`config.mk`:
```
export PLATFORM = sky130hd
export DESIGN_NAME = file_uri_percent_decoder_core_flat
export DESIGN_NICKNAME = d
export VERILOG_FILES = /design/src/sv/fupd_pkg.sv /design/src/sv/fupd_if.sv /design/src/sv/fupd_dp.sv /design/src/sv/fupd_ctrl.sv /design/src/sv/file_uri_percent_decoder_core.sv /design/src/flat_wrapper.sv
export VERILOG_INCLUDE_DIRS = /design/src /design/src/sv
export SDC_FILE = /design/constraint.sdc
export NUM_CORES = 1
export LEC_CHECK = 0
export BUFFER_PORTS_ARGS = -buffer_cell sky130_fd_sc_hd__buf_2
export CAP_MARGIN = 20
export CORE_ASPECT_RATIO = 0.75
export CORE_UTILIZATION = 57
export DETAILED_ROUTE_END_ITERATION = 10
export PLACE_DENSITY = 0.83
export RECOVER_POWER = 100
export SYNTH_ARGS = -nofsm -noshare
export SYNTH_HDL_FRONTEND = slang
export SYNTH_SLANG_ARGS = --single-unit
```
`constraint.sdc`:
```
create_clock -name clock -period 5.9 [get_ports clock]
set_input_delay 1.475 -clock clock [delete_from_list [all_inputs] [get_ports clock]]
set_output_delay 1.475 -clock clock [all_outputs]
set_load 0.03 [all_outputs]
```
`src/sv/assert_macros.svh`:
```
// ----------------------------------------------------------------------------
// assert_macros.svh
// Shared concurrent assertion macros. They sample on clock and are disabled
// while reset is high.
// ----------------------------------------------------------------------------
`ifndef ASSERT_MACROS_SVH
`define ASSERT_MACROS_SVH

// Property must hold at every sampled edge outside reset.
`define FUPD_ASSERT(lbl, prop, msg) \
   lbl: assert property (@(posedge clock) disable iff (reset) prop) \
      else $error(msg);

// Condition must never be true outside reset.
`define FUPD_ASSERT_NEVER(lbl, cond, msg) \
   lbl: assert property (@(posedge clock) disable iff (reset) !(cond)) \
      else $error(msg);

`endif

```
`src/sv/fupd_pkg.sv`:
```
// ----------------------------------------------------------------------------
// fupd_pkg
// Types, constants and character helpers for the file URI path decoder.
// ----------------------------------------------------------------------------
`timescale 1ns / 1ps

package fupd_pkg;

   typedef logic [7:0] char_type;

   localparam int              MAX_OUT_W     = 12;
   localparam logic [11:0]     MAX_OUT_RESET = 12'd1023;
   localparam int              MAX_RES       = 34;
   localparam int              RESN_W        = 6;
   localparam int              SCHEME_LEN    = 7;
   localparam int              LOCAL_LEN     = 10;

   localparam char_type CH_NUL   = 8'h00;
   localparam char_type CH_PCT   = 8'h25;
   localparam char_type CH_SLASH = 8'h2F;
   localparam char_type CH_D0    = 8'h30;
   localparam char_type CH_D9    = 8'h39;
   localparam char_type CH_UC_A  = 8'h41;
   localparam char_type CH_UC_F  = 8'h46;
   localparam char_type CH_LC_A  = 8'h61;
   localparam char_type CH_LC_F  = 8'h66;

   // escape tracking; ESC_TAIL is only used while flushing "%x" at end of URI
   typedef enum logic [1:0] {
      ESC_NONE,
      ESC_ONE,
      ESC_TWO,
      ESC_TAIL
   } esc_type;

   typedef enum logic [2:0] {
      OP_NONE,
      OP_DECODE,
      OP_HOST_ADD,
      OP_FLUSH,
      OP_CLOSE_STEP,
      OP_CLOSE_URI
   } op_type;

   typedef struct packed {
      op_type   op;
      logic     from_host;   // decode byte comes from host buffer read data
      char_type data;
      logic     host_clr;
   } cmd_type;

   typedef struct packed {
      logic dec_rdy;
      logic out_free;
      logic esc_nz;
      logic host_over;
      logic host_empty;
      logic host_last;
   } stat_type;

   typedef struct packed {
      char_type out_byte;
      logic     byte_valid;
      logic     last_out;
      logic     nonempty;
      logic     status;
   } rsp_item_type;

   // "file://"
   function automatic char_type scheme_char(input logic [3:0] i);
      char_type c;
      case (i)
         4'd0:    c = 8'h66;
         4'd1:    c = 8'h69;
         4'd2:    c = 8'h6C;
         4'd3:    c = 8'h65;
         4'd4:    c = 8'h3A;
         4'd5:    c = CH_SLASH;
         4'd6:    c = CH_SLASH;
         default: c = CH_NUL;
      endcase
      return c;
   endfunction

   // "localhost/"
   function automatic char_type local_char(input logic [3:0] i);
      char_type c;
      case (i)
         4'd0:    c = 8'h6C;
         4'd1:    c = 8'h6F;
         4'd2:    c = 8'h63;
         4'd3:    c = 8'h61;
         4'd4:    c = 8'h6C;
         4'd5:    c = 8'h68;
         4'd6:    c = 8'h6F;
         4'd7:    c = 8'h73;
         4'd8:    c = 8'h74;
         4'd9:    c = CH_SLASH;
         default: c = CH_NUL;
      endcase
      return c;
   endfunction

   function automatic logic hex_ok(input char_type c);
      return (c inside {[CH_D0:CH_D9], [CH_UC_A:CH_UC_F], [CH_LC_A:CH_LC_F]});
   endfunction

   // digits map from the low nibble, letters are low nibble plus nine
   function automatic logic [3:0] hex_val(input char_type c);
      logic [3:0] v;
      if (c inside {[CH_D0:CH_D9]}) begin
         v = c[3:0];
      end else begin
         v = c[3:0] + 4'd9;
      end
      return v;
   endfunction

endpackage

```
`src/sv/fupd_if.sv`:
```
// ----------------------------------------------------------------------------
// fupd_if
// Valid/ready stream interfaces for URI bytes in and path results out.
// ----------------------------------------------------------------------------
`timescale 1ns / 1ps

interface fupd_req_if;
   logic               valid;
   logic               ready;
   fupd_pkg::char_type in_byte;
   logic               in_last;

   modport source (output valid, output in_byte, output in_last, input ready);
   modport sink   (input valid, input in_byte, input in_last, output ready);
endinterface

interface fupd_rsp_if;
   logic               valid;
   logic               ready;
   fupd_pkg::char_type out_byte;
   logic               byte_valid;
   logic               last_out;
   logic               nonempty;
   logic               status;

   modport source (output valid, output out_byte, output byte_valid, output last_out,
                   output nonempty, output status, input ready);
   modport sink   (input valid, input out_byte, input byte_valid, input last_out,
                   input nonempty, input status, output ready);
endinterface

```
`src/sv/fupd_dp.sv`:
```
// ----------------------------------------------------------------------------
// fupd_dp
// Datapath: percent decoder with replay, host buffer, length limit,
// result staging and output register.
// ----------------------------------------------------------------------------
`timescale 1ns / 1ps
`include "assert_macros.svh"

module fupd_dp #(
   parameter int HOST_MAX = 32,
   parameter int HIDX_W   = 5,
   parameter int HLEN_W   = 6
) (
   input  logic                   clock,
   input  logic                   reset,
   input  logic                   csr_wr_en,
   input  logic [11:0]            csr_wr_data,
   input  fupd_pkg::cmd_type      cmd,
   input  logic [HIDX_W-1:0]      rd_idx,
   output fupd_pkg::stat_type     st,
   output logic                   rsp_valid,
   input  logic                   rsp_ready,
   output fupd_pkg::rsp_item_type rsp_item
);

   localparam int RESN_W = fupd_pkg::RESN_W;

   logic [11:0]            max_len_ff, max_len_in;
   fupd_pkg::esc_type      esc_ff, esc_in;
   fupd_pkg::char_type     e0_ff, e0_in;
   fupd_pkg::char_type     rq_ff [2];
   fupd_pkg::char_type     rq_in [2];
   logic [1:0]             rcnt_ff, rcnt_in;
   logic [11:0]            emitted_ff, emitted_in;
   logic                   fnz_ff, fnz_in;
   logic [RESN_W-1:0]      resn_ff, resn_in;
   logic [HLEN_W-1:0]      hlen_ff, hlen_in;
   logic                   hover_ff, hover_in;
   fupd_pkg::char_type     host_mem [HOST_MAX];
   fupd_pkg::char_type     rdata_ff;
   logic                   pend_v_ff, pend_v_in;
   fupd_pkg::char_type     pend_b_ff, pend_b_in;
   logic                   out_v_ff, out_v_in;
   fupd_pkg::rsp_item_type out_ff, out_in;

   logic                   out_free, room, busy, dec_en;
   fupd_pkg::char_type     dec_b, emit_b;
   logic                   emit_req, emit_ok, host_we, out_load;
   fupd_pkg::rsp_item_type out_new;

   always_comb begin
      out_free = !out_v_ff || rsp_ready;
      room     = !pend_v_ff || out_free;
      busy     = (rcnt_ff != 2'd0);
      dec_en   = busy ? room : (cmd.op == fupd_pkg::OP_DECODE);
      dec_b    = busy ? rq_ff[0] : (cmd.from_host ? rdata_ff : cmd.data);

      max_len_in = csr_wr_en ? csr_wr_data : max_len_ff;
      esc_in     = esc_ff;
      e0_in      = e0_ff;
      rq_in      = rq_ff;
      rcnt_in    = rcnt_ff;
      emitted_in = emitted_ff;
      fnz_in     = fnz_ff;
      resn_in    = resn_ff;
      hlen_in    = hlen_ff;
      hover_in   = hover_ff;
      pend_v_in  = pend_v_ff;
      pend_b_in  = pend_b_ff;
      out_v_in   = out_v_ff && !rsp_ready;
      out_in     = out_ff;
      emit_req   = 1'b0;
      emit_b     = pend_b_ff;
      host_we    = 1'b0;
      out_load   = 1'b0;
      out_new    = '{out_byte: pend_b_ff, byte_valid: 1'b1, last_out: 1'b0,
                     nonempty: 1'b0, status: 1'b0};

      // replay queue drains one byte per cycle after a bad escape, while there is room for the result
      if (busy && room) begin
         rq_in[0] = rq_ff[1];
         rcnt_in  = rcnt_ff - 2'd1;
      end

      if (dec_en) begin
         case (esc_ff)
            fupd_pkg::ESC_NONE: begin
               if (dec_b == fupd_pkg::CH_PCT) begin
                  esc_in = fupd_pkg::ESC_ONE;
               end else begin
                  emit_req = 1'b1;
                  emit_b   = dec_b;
               end
            end
            fupd_pkg::ESC_ONE: begin
               e0_in  = dec_b;
               esc_in = fupd_pkg::ESC_TWO;
            end
            fupd_pkg::ESC_TWO: begin
               esc_in   = fupd_pkg::ESC_NONE;
               emit_req = 1'b1;
               if (fupd_pkg::hex_ok(e0_ff) && fupd_pkg::hex_ok(dec_b)) begin
                  emit_b = {fupd_pkg::hex_val(e0_ff), fupd_pkg::hex_val(dec_b)};
               end else begin
                  // literal '%', then both bytes go round again
                  emit_b   = fupd_pkg::CH_PCT;
                  rq_in[0] = e0_ff;
                  rq_in[1] = dec_b;
                  rcnt_in  = 2'd2;
               end
            end
            default: ;
         endcase
      end

      if (cmd.op == fupd_pkg::OP_FLUSH) begin
         case (esc_ff)
            fupd_pkg::ESC_ONE: begin
               emit_req = 1'b1;
               emit_b   = fupd_pkg::CH_PCT;
               esc_in   = fupd_pkg::ESC_NONE;
            end
            fupd_pkg::ESC_TWO: begin
               emit_req = 1'b1;
               emit_b   = fupd_pkg::CH_PCT;
               esc_in   = fupd_pkg::ESC_TAIL;
            end
            fupd_pkg::ESC_TAIL: begin
               emit_req = 1'b1;
               emit_b   = e0_ff;
               esc_in   = fupd_pkg::ESC_NONE;
            end
            default: ;
         endcase
      end

      emit_ok = emit_req && (emitted_ff < max_len_ff)
                && (resn_ff < RESN_W'(fupd_pkg::MAX_RES));
      if (emit_ok) begin
         if (emitted_ff == 12'd0 && emit_b != fupd_pkg::CH_NUL) begin
            fnz_in = 1'b1;
         end
         emitted_in = emitted_ff + 12'd1;
         resn_in    = resn_ff + RESN_W'(1);
         out_load   = pend_v_ff;
         pend_v_in  = 1'b1;
         pend_b_in  = emit_b;
      end

      if (cmd.host_clr) begin
         hlen_in  = '0;
         hover_in = 1'b0;
      end

      case (cmd.op)
         fupd_pkg::OP_HOST_ADD: begin
            if (hlen_ff < HLEN_W'(HOST_MAX)) begin
               host_we = 1'b1;
               hlen_in = hlen_ff + HLEN_W'(1);
            end else begin
               hover_in = 1'b1;
            end
         end
         fupd_pkg::OP_CLOSE_STEP: begin
            out_load  = pend_v_ff;
            pend_v_in = 1'b0;
            resn_in   = '0;
         end
         fupd_pkg::OP_CLOSE_URI: begin
            out_load           = 1'b1;
            out_new.out_byte   = pend_v_ff ? pend_b_ff : fupd_pkg::CH_NUL;
            out_new.byte_valid = pend_v_ff;
            out_new.last_out   = 1'b1;
            out_new.nonempty   = fnz_ff;
            out_new.status     = hover_ff;
            pend_v_in          = 1'b0;
            resn_in            = '0;
            esc_in             = fupd_pkg::ESC_NONE;
            e0_in              = fupd_pkg::CH_NUL;
            emitted_in         = '0;
            fnz_in             = 1'b0;
            hlen_in            = '0;
            hover_in           = 1'b0;
         end
         default: ;
      endcase

      if (out_load) begin
         out_v_in = 1'b1;
         out_in   = out_new;
      end
   end

   always_ff @(posedge clock) begin
      if (reset) begin
         max_len_ff <= fupd_pkg::MAX_OUT_RESET;
         esc_ff     <= fupd_pkg::ESC_NONE;
         rcnt_ff    <= 2'd0;
         emitted_ff <= '0;
         fnz_ff     <= 1'b0;
         resn_ff    <= '0;
         hlen_ff    <= '0;
         hover_ff   <= 1'b0;
         pend_v_ff  <= 1'b0;
         out_v_ff   <= 1'b0;
      end else begin
         max_len_ff <= max_len_in;
         esc_ff     <= esc_in;
         rcnt_ff    <= rcnt_in;
         emitted_ff <= emitted_in;
         fnz_ff     <= fnz_in;
         resn_ff    <= resn_in;
         hlen_ff    <= hlen_in;
         hover_ff   <= hover_in;
         pend_v_ff  <= pend_v_in;
         out_v_ff   <= out_v_in;
      end
      e0_ff     <= e0_in;
      rq_ff     <= rq_in;
      pend_b_ff <= pend_b_in;
      out_ff    <= out_in;
   end

   // host buffer: one write port, registered read
   always_ff @(posedge clock) begin
      if (host_we) begin
         host_mem[hlen_ff[HIDX_W-1:0]] <= cmd.data;
      end
      rdata_ff <= host_mem[rd_idx];
   end

   always_comb begin
      st.dec_rdy    = room && !busy;
      st.out_free   = out_free;
      st.esc_nz     = (esc_ff != fupd_pkg::ESC_NONE);
      st.host_over  = hover_ff;
      st.host_empty = (hlen_ff == '0);
      st.host_last  = ((HLEN_W'(rd_idx) + HLEN_W'(1)) == hlen_ff);
   end

   assign rsp_valid = out_v_ff;
   assign rsp_item  = out_ff;

   `FUPD_ASSERT(a_pend_no_clobber, (emit_ok && pend_v_ff) |-> out_free, "staged beat lost")
   `FUPD_ASSERT(a_close_gives_last, (cmd.op == fupd_pkg::OP_CLOSE_URI) |=> (out_v_ff && out_ff.last_out), "no final beat")
   `FUPD_ASSERT_NEVER(a_res_cap, resn_ff > RESN_W'(fupd_pkg::MAX_RES), "result count past cap")

endmodule

```
`src/sv/fupd_ctrl.sv`:
```
// ----------------------------------------------------------------------------
// fupd_ctrl
// Controller: prefix and host matching, sequencing of decoder and host
// buffer commands per input byte and at end of URI.
// ----------------------------------------------------------------------------
`timescale 1ns / 1ps
`include "assert_macros.svh"

module fupd_ctrl #(
   parameter int HIDX_W = 5
) (
   input  logic               clock,
   input  logic               reset,
   input  logic               req_valid,
   output logic               req_ready,
   input  fupd_pkg::char_type req_byte,
   input  logic               req_last,
   output fupd_pkg::cmd_type  cmd,
   input  fupd_pkg::stat_type st,
   output logic [HIDX_W-1:0]  rd_idx
);

   localparam int IDX_W = (HIDX_W > 4) ? HIDX_W : 4;

   typedef enum logic [1:0] {
      PH_PREFIX,
      PH_LOCAL,
      PH_HOST,
      PH_PATH
   } phase_type;

   typedef enum logic [3:0] {
      S_IDLE,
      S_PFX,
      S_DEC_B,
      S_DEC_SLASH,
      S_LHOST,
      S_HADD_B,
      S_CLOSE,
      S_FIN,
      S_FTXT,
      S_FHRD,
      S_FHDEC,
      S_FESC
   } state_type;

   state_type          state_ff, state_in, end_st;
   phase_type          phase_ff, phase_in;
   logic [3:0]         mp_ff, mp_in;
   logic [IDX_W-1:0]   idx_ff, idx_in;
   logic [3:0]         rep_ff, rep_in;
   fupd_pkg::char_type b_ff, b_in;
   logic               last_ff, last_in;
   logic [3:0]         idx_lo;
   logic               txt_last;

   always_comb begin
      state_in = state_ff;
      phase_in = phase_ff;
      mp_in    = mp_ff;
      idx_in   = idx_ff;
      rep_in   = rep_ff;
      b_in     = b_ff;
      last_in  = last_ff;

      cmd.op        = fupd_pkg::OP_NONE;
      cmd.from_host = 1'b0;
      cmd.data      = b_ff;
      cmd.host_clr  = 1'b0;

      req_ready = (state_ff == S_IDLE);
      idx_lo    = idx_ff[3:0];
      txt_last  = ((idx_lo + 4'd1) == rep_ff);
      end_st    = ((state_ff == S_IDLE) ? req_last : last_ff) ? S_FIN : S_CLOSE;

      case (state_ff)
         S_IDLE: begin
            if (req_valid) begin
               b_in    = req_byte;
               last_in = req_last;
               if (req_byte == fupd_pkg::CH_NUL) begin
                  state_in = S_FIN;
               end else begin
                  case (phase_ff)
                     PH_PREFIX: begin
                        if (req_byte == fupd_pkg::scheme_char(mp_ff)) begin
                           if (mp_ff == 4'(fupd_pkg::SCHEME_LEN - 1)) begin
                              phase_in = PH_LOCAL;
                              mp_in    = 4'd0;
                           end else begin
                              mp_in = mp_ff + 4'd1;
                           end
                           state_in = end_st;
                        end else begin
                           rep_in   = mp_ff;
                           idx_in   = '0;
                           phase_in = PH_PATH;
                           mp_in    = 4'd0;
                           state_in = (mp_ff != 4'd0) ? S_PFX : S_DEC_B;
                        end
                     end
                     PH_LOCAL: begin
                        if (req_byte == fupd_pkg::local_char(mp_ff)) begin
                           if (mp_ff == 4'(fupd_pkg::LOCAL_LEN - 1)) begin
                              mp_in    = 4'd0;
                              phase_in = PH_PATH;
                              state_in = S_DEC_SLASH;
                           end else begin
                              mp_in    = mp_ff + 4'd1;
                              state_in = end_st;
                           end
                        end else if (req_byte == fupd_pkg::CH_SLASH) begin
                           mp_in    = 4'd0;
                           phase_in = PH_PATH;
                           state_in = S_DEC_SLASH;
                        end else begin
                           rep_in   = mp_ff;
                           idx_in   = '0;
                           phase_in = PH_HOST;
                           mp_in    = 4'd0;
                           state_in = (mp_ff != 4'd0) ? S_LHOST : S_HADD_B;
                        end
                     end
                     PH_HOST: begin
                        if (req_byte == fupd_pkg::CH_SLASH) begin
                           phase_in = PH_PATH;
                           state_in = S_DEC_SLASH;
                        end else begin
                           state_in = S_HADD_B;
                        end
                     end
                     default: begin
                        state_in = S_DEC_B;
                     end
                  endcase
               end
            end
         end
         S_PFX: begin
            if (st.dec_rdy) begin
               cmd.op   = fupd_pkg::OP_DECODE;
               cmd.data = fupd_pkg::scheme_char(idx_lo);
               idx_in   = idx_ff + IDX_W'(1);
               if (txt_last) begin
                  state_in = S_DEC_B;
               end
            end
         end
         S_DEC_B: begin
            if (st.dec_rdy) begin
               cmd.op   = fupd_pkg::OP_DECODE;
               state_in = end_st;
            end
         end
         S_DEC_SLASH: begin
            if (st.dec_rdy) begin
               cmd.op       = fupd_pkg::OP_DECODE;
               cmd.data     = fupd_pkg::CH_SLASH;
               cmd.host_clr = 1'b1;
               state_in     = end_st;
            end
         end
         S_LHOST: begin
            cmd.op   = fupd_pkg::OP_HOST_ADD;
            cmd.data = fupd_pkg::local_char(idx_lo);
            idx_in   = idx_ff + IDX_W'(1);
            if (txt_last) begin
               state_in = S_HADD_B;
            end
         end
         S_HADD_B: begin
            cmd.op   = fupd_pkg::OP_HOST_ADD;
            state_in = end_st;
         end
         S_CLOSE: begin
            if (st.dec_rdy) begin
               cmd.op   = fupd_pkg::OP_CLOSE_STEP;
               state_in = S_IDLE;
            end
         end
         S_FIN: begin
            idx_in = '0;
            rep_in = mp_ff;
            case (phase_ff)
               PH_PREFIX, PH_LOCAL: begin
                  state_in = (mp_ff != 4'd0) ? S_FTXT : S_FESC;
               end
               PH_HOST: begin
                  state_in = (st.host_over || st.host_empty) ? S_FESC : S_FHRD;
               end
               default: begin
                  state_in = S_FESC;
               end
            endcase
         end
         S_FTXT: begin
            if (st.dec_rdy) begin
               cmd.op   = fupd_pkg::OP_DECODE;
               cmd.data = (phase_ff == PH_LOCAL) ? fupd_pkg::local_char(idx_lo)
                                                 : fupd_pkg::scheme_char(idx_lo);
               idx_in   = idx_ff + IDX_W'(1);
               if (txt_last) begin
                  state_in = S_FESC;
               end
            end
         end
         S_FHRD: begin
            state_in = S_FHDEC;
         end
         S_FHDEC: begin
            if (st.dec_rdy) begin
               cmd.op        = fupd_pkg::OP_DECODE;
               cmd.from_host = 1'b1;
               idx_in        = idx_ff + IDX_W'(1);
               state_in      = st.host_last ? S_FESC : S_FHRD;
            end
         end
         S_FESC: begin
            if (st.dec_rdy) begin
               if (st.esc_nz) begin
                  cmd.op = fupd_pkg::OP_FLUSH;
               end else if (st.out_free) begin
                  cmd.op   = fupd_pkg::OP_CLOSE_URI;
                  phase_in = PH_PREFIX;
                  mp_in    = 4'd0;
                  state_in = S_IDLE;
               end
            end
         end
         default: begin
            state_in = S_IDLE;
         end
      endcase
   end

   always_ff @(posedge clock) begin
      if (reset) begin
         state_ff <= S_IDLE;
         phase_ff <= PH_PREFIX;
         mp_ff    <= 4'd0;
      end else begin
         state_ff <= state_in;
         phase_ff <= phase_in;
         mp_ff    <= mp_in;
      end
      idx_ff  <= idx_in;
      rep_ff  <= rep_in;
      b_ff    <= b_in;
      last_ff <= last_in;
   end

   assign rd_idx = idx_ff[HIDX_W-1:0];

   `FUPD_ASSERT(a_idle_dp_drained, req_ready |-> st.dec_rdy, "byte taken with datapath busy")

endmodule

```
`src/sv/file_uri_percent_decoder_core.sv`:
```
// ----------------------------------------------------------------------------
// file_uri_percent_decoder_core - file URI to path decoder, top level
// Flow: a new URI byte is taken only with the controller back in idle, once the decode,
// replay bytes of a bad escape and localhost bytes moved to the host buffer are done.
// Path: a decoded byte waits in the staging register, then moves to the rsp register.
// End of URI: held prefix bytes, buffered host bytes and escape flush beats go out
// before the last beat; rsp stalls hold this back.
// Reset: synchronous, clears control state, max_out_len back to 1023.
// ----------------------------------------------------------------------------
`timescale 1ns / 1ps

// Structure
//   fupd_ctrl : state machine. Holds the scheme/host match phase, latches the
//               accepted beat and issues one command per cycle, waiting while the
//               datapath is not ready (decode a byte, add a byte to the host
//               buffer, flush an open escape, close a step or close the URI).
//   fupd_dp   : percent decoder with a two-byte replay queue for bad escapes,
//               output length limit, per-step result cap, host buffer memory,
//               one staging register and the rsp output register.
//
// The staging register holds the newest decoded byte until the controller
// knows whether the step ends the URI; that beat then carries last_out,
// nonempty and status. If nothing was staged, an empty last beat is sent.
// The rsp register frees req from rsp: the next URI byte is accepted while
// a finished beat still waits for rsp_chan.ready.

module file_uri_percent_decoder_core #(
   parameter int HOST_MAX = 32
) (
   input  logic              clock,
   input  logic              reset,
   fupd_req_if.sink          req_chan,
   fupd_rsp_if.source        rsp_chan,
   input  logic              csr_wr_en,
   input  logic [11:0]       csr_wr_data
);

   // host buffer index and fill-count widths
   localparam int HIDX_W = (HOST_MAX > 1) ? $clog2(HOST_MAX) : 1;
   localparam int HLEN_W = $clog2(HOST_MAX + 1);

   fupd_pkg::cmd_type      cmd;
   fupd_pkg::stat_type     st;
   logic [HIDX_W-1:0]      rd_idx;
   logic                   rsp_valid;
   fupd_pkg::rsp_item_type rsp_item;

   fupd_ctrl #(
      .HIDX_W (HIDX_W)
   ) u_ctrl (
      .clock     (clock),
      .reset     (reset),
      .req_valid (req_chan.valid),
      .req_ready (req_chan.ready),
      .req_byte  (req_chan.in_byte),
      .req_last  (req_chan.in_last),
      .cmd       (cmd),
      .st        (st),
      .rd_idx    (rd_idx)
   );

   fupd_dp #(
      .HOST_MAX (HOST_MAX),
      .HIDX_W   (HIDX_W),
      .HLEN_W   (HLEN_W)
   ) u_dp (
      .clock       (clock),
      .reset       (reset),
      .csr_wr_en   (csr_wr_en),
      .csr_wr_data (csr_wr_data),
      .cmd         (cmd),
      .rd_idx      (rd_idx),
      .st          (st),
      .rsp_valid   (rsp_valid),
      .rsp_ready   (rsp_chan.ready),
      .rsp_item    (rsp_item)
   );

   // result beat out
   assign rsp_chan.valid      = rsp_valid;
   assign rsp_chan.out_byte   = rsp_item.out_byte;
   assign rsp_chan.byte_valid = rsp_item.byte_valid;
   assign rsp_chan.last_out   = rsp_item.last_out;
   assign rsp_chan.nonempty   = rsp_item.nonempty;
   assign rsp_chan.status     = rsp_item.status;

endmodule

```
`src/flat_wrapper.sv`:
```
// flat-port wrapper written by rule: the top's interface ports become plain ports
module file_uri_percent_decoder_core_flat 
#(
   parameter int HOST_MAX = 32
)
  (clock, reset, csr_wr_en, csr_wr_data, req_chan_valid, req_chan_in_byte, req_chan_in_last, req_chan_ready, rsp_chan_valid, rsp_chan_out_byte, rsp_chan_byte_valid, rsp_chan_last_out, rsp_chan_nonempty, rsp_chan_status, rsp_chan_ready);
  fupd_req_if req_chan_i ();
  fupd_rsp_if rsp_chan_i ();
  input  logic clock;
  input  logic reset;
  input  logic csr_wr_en;
  input  logic [11:0] csr_wr_data;
  input wire logic [$bits(req_chan_i.valid)-1:0] req_chan_valid;
  input wire logic [$bits(req_chan_i.in_byte)-1:0] req_chan_in_byte;
  input wire logic [$bits(req_chan_i.in_last)-1:0] req_chan_in_last;
  output wire logic [$bits(req_chan_i.ready)-1:0] req_chan_ready;
  output wire logic [$bits(rsp_chan_i.valid)-1:0] rsp_chan_valid;
  output wire logic [$bits(rsp_chan_i.out_byte)-1:0] rsp_chan_out_byte;
  output wire logic [$bits(rsp_chan_i.byte_valid)-1:0] rsp_chan_byte_valid;
  output wire logic [$bits(rsp_chan_i.last_out)-1:0] rsp_chan_last_out;
  output wire logic [$bits(rsp_chan_i.nonempty)-1:0] rsp_chan_nonempty;
  output wire logic [$bits(rsp_chan_i.status)-1:0] rsp_chan_status;
  input wire logic [$bits(rsp_chan_i.ready)-1:0] rsp_chan_ready;
  assign req_chan_i.valid = req_chan_valid;
  assign req_chan_i.in_byte = req_chan_in_byte;
  assign req_chan_i.in_last = req_chan_in_last;
  assign req_chan_ready = req_chan_i.ready;
  assign rsp_chan_valid = rsp_chan_i.valid;
  assign rsp_chan_out_byte = rsp_chan_i.out_byte;
  assign rsp_chan_byte_valid = rsp_chan_i.byte_valid;
  assign rsp_chan_last_out = rsp_chan_i.last_out;
  assign rsp_chan_nonempty = rsp_chan_i.nonempty;
  assign rsp_chan_status = rsp_chan_i.status;
  assign rsp_chan_i.ready = rsp_chan_ready;
  file_uri_percent_decoder_core #(.HOST_MAX(HOST_MAX)) u_core (.clock(clock), .reset(reset), .req_chan(req_chan_i), .rsp_chan(rsp_chan_i), .csr_wr_en(csr_wr_en), .csr_wr_data(csr_wr_data));
endmodule
```
==> flow_summary.toml <==
[placed_design]
dp_slack_ps = 368
hpwl_um = 28400
gp_congestion = 0.971
place_area_mm2 = 0.0189
dp.cells = 1769
port_buffers = 39

[layout]
nets = 1483
drive_above_1_share_pct = 13.3
mostFrequentLayoutCell = "edfxtp_1"
antenna_cells = 0
syn_to_final_growth_pct = 9.42
fin_area_mm2 = 0.0200
stdcell_count = 1846
postLayoutCoreUtil_pct = 63.7
final_cell_mix = "edfxtp_1 (302), nor2_1 (123), dfxtp_1 (92), nand2_1 (86), mux4_2 (80)"

[global_route]
antenna_found_initial = 0
grt_pass1_vias = 11300
grtUsageTotal_pct = 27.0
grt_pass1_wl_um = 66900
grt_overflow = 0
grt_max_degree = 68

[worst_setup_path]
slowest_delay_ps = 540
end_kind = "register"
startpoint_type = "primary input"
crit_fanout = 14
cp_slowest_cell = "or4_1"
reg2reg_to = "u_core.u_dp.fnz_ff"
cp.arrival_ps = 5740
timing.rr.start = "u_core.u_ctrl.state_ff[3]"
cp.depth = 15
crit_chain = "clkbuf_1 -> nand3b_1 -> nand4_4 -> and3_1 -> or4_1 -> and2_0 -> inv_1 -> ha_1 -> nor3b_1 -> or4b_1 -> o41ai_1 -> a41oi_1 -> a2bb2oi_1 -> or3_1 -> o31a_1"
crit_required_ps = 6340
r2r.worst_path.cells = 15
critPathKind = "primary input to register"
ff2ff_setup_slack_ps = 900
crit_buf_inv = 2
critical_path.top_delay_family = "simple AND/OR/NAND/NOR gates"

[die]
die_x_um = 209
initial_core_util_pct = 58.2
die_h_um = 157
num_rows = 56
core_area_mm2 = 0.0315
die_area_mm2 = 0.0329
ioPinCount = 40

[route]
drtIter0Drc = 1429
drcViolationCount = 0
via_per_inst = 6.47
first_pass_iters = 6
vias = 12000
post_drt_wl_per_cell_um = 23.6
routed_wl_um = 43600
ant_nets = 0

[pwr]
powerDensity_mw_per_mm2 = 520
power_leakage_nw = 6.93
max-vdd-ir-drop_mv = 0.238

[min_path]
hold_path.class = "register to register"
min_from = "u_core.u_dp.max_len_ff[2]"
hold_path_end = "u_core.u_dp.max_len_ff[2]"
whs_path_depth = 2

[yosys]
syn_area_mm2 = 0.0183
yosys-top-cells-area = "edfxtp_1 (49%), dfxtp_1 (10%), mux4_2 (9.8%)"
synth_async_sr_flop_share_pct = 0
synth_seq_area_share_pct = 59.5
synth-edff-count = 302
synth-main-ff-cell = "edfxtp_1"
synth-seq-cells = 394
yosysWarnings = 0
syn_area_per_cell_um2 = 13.4
syn_inst = 1371
synth_top_area_share_pct = 49.5
yosysTopAreaCell = "edfxtp_1"
synth_nets = 1445
ys_types = 94

[clock_network]
cts.clk_slew.worst_paths_ps = 60
cts.htree.levels = 2
clockRootBuffer = "clkbuf_16"
numClockSinks = 394
cts-resized-gates = 0
cts_hold_buffers = 0
clkLatencyLatePin_ps = 570
clock_path_buffers = 3
cts_tree = "built"
cts_buffers = 39
post_cts_buffers = 0

[sta]
worst_pin_slew_ps = 1770
tns_ps = 0
layout_setup_ws_ps = 600
min_period_over_period_pct = 89.8
finalSetupViolations = 0
rsz0062_at_grt = "no"
finalCriticalPeriod_ps = 5300
fmaxAchievable_ghz = 0.189
hold_viol_final = 0
maxSlewHeadroom_pct = -19.5
slew_violations = 147
skew_ps = 24.8

[status]
status = "finished with violations"
violations = "capacitance limit, slew limit"

[flow_run]
drv_cap = 5
-- stage by stage --
stage | hold WS, ps | power, W
4_1_cts | 490 | 0.0104
5_1_grt | 518 | 0.0109
3_3_place_gp | 475 | 0.00781
6_report | 487 | 0.0104
2_1_floorplan | 406 | 0.00675
3_5_place_dp | 481 | 0.00800
-- Yosys cell counts (13+ instances only) --
| cell | count |
|---|---|
| o21ai_0 | 48 |
| mux4_2 | 80 |
| nand4_1 | 13 |
| a21oi_1 | 57 |
| o211ai_1 | 19 |
| xnor2_1 | 14 |
| or3_1 | 13 |
| nor2b_1 | 16 |
| ha_1 | 48 |
| edfxtp_1 | 302 |
| nor2_1 | 123 |
| inv_1 | 61 |
| dfxtp_1 | 92 |
| nor3_1 | 17 |
| and3_1 | 13 |
| xor2_1 | 28 |
| nor4_1 | 13 |
| buf_1 | 14 |
| nand3_1 | 29 |
| a211oi_1 | 14 |
| nand2_1 | 86 |
| mux2i_1 | 22 |
| clkbuf_1 | 40 |
-- power by group --
group	switching (W)	internal [W]	leakage (nW)	total [W]
clock	0.00107	0.00135	0.612	0.00242
sequential	0.000311	0.00372	3.49	0.00403
combinational	0.00246	0.00150	2.83	0.00396
total	0.00384	0.00658	6.93	0.0104
-- metal layers --
layer	track usage, %	up-vias	part of all wire, %
met5	0	-	0
met4	7.21	0	1.9
met3	6.84	75	11
met2	40.9	660	45
met1	39.2	5875	42
li1	-	5342	-
-- worst reg2reg max path, stage by stage, from the launching register on --
cell and delay (ps):
dfxtp_1 660, clkbuf_1 530, xor2_1 310, a22oi_2 180
nor2_1 140, a221o_1 200, a221o_1 360, inv_1 190
ha_1 250, nor3b_1 130, or4b_1 530, o41ai_1 470
a41oi_1 180, a2bb2oi_1 190, or3_1 340, o31a_1 250
-- logic make-up after synthesis --
| family | after synthesis | share of synthesized area (%) |
|---|---|---|
| fa+ha+maj | 49 | 3.33 |
| compound gates | 252 | 9.41 |
| simple gates | 391 | 11.0 |
| flops | 394 | 59.5 |
| mux | 112 | 11.6 |
| buf+inv | 130 | 2.93 |
| xor+xnor | 43 | 2.16 |
-- final cells by class --
type | count | area [um^2]
Clock inverter | 23 | 211
Clock buffer | 49 | 1030
Inverter | 61 | 229
Multi-Input combinational cell | 847 | 6850
Sequential cell | 394 | 10900
Fill cell | 2234 | 11400
Timing Repair Buffer | 66 | 310
Tap cell | 406 | 508
-- worst max path at each step --
stage	end	startpoint
after floorplan	u_core.u_dp.rsp_item[0]	u_core.u_ctrl.rd_idx[0]
after global placement	u_core.u_dp.fnz_ff	rsp_chan_ready
after detailed placement	u_core.u_dp.fnz_ff	rsp_chan_ready
after CTS	u_core.u_dp.fnz_ff	rsp_chan_ready
after global routing	u_core.u_dp.fnz_ff	rsp_chan_ready
final	u_core.u_dp.fnz_ff	rsp_chan_ready
-- state kept, by name, summed over array words and instances, names as in the netlist, 5 cells and up, named ones only --
name                    flops
u_core.u_dp.rsp_item       12
u_core.u_dp.e0_ff           8
u_core.u_dp.pend_b_ff       8
u_core.u_ctrl.rd_idx        5
u_core.u_dp.max_len_ff     12
u_core.u_dp.rq_ff          16
u_core.u_dp.rdata_ff        8
u_core.u_dp.hlen_ff         6
u_core.u_dp.emitted_ff     12
u_core.u_dp.resn_ff         6
u_core.u_dp.host_mem      256
u_core.u_ctrl.b_ff          8
No activity file was read; power rests on OpenSTA's default activity.
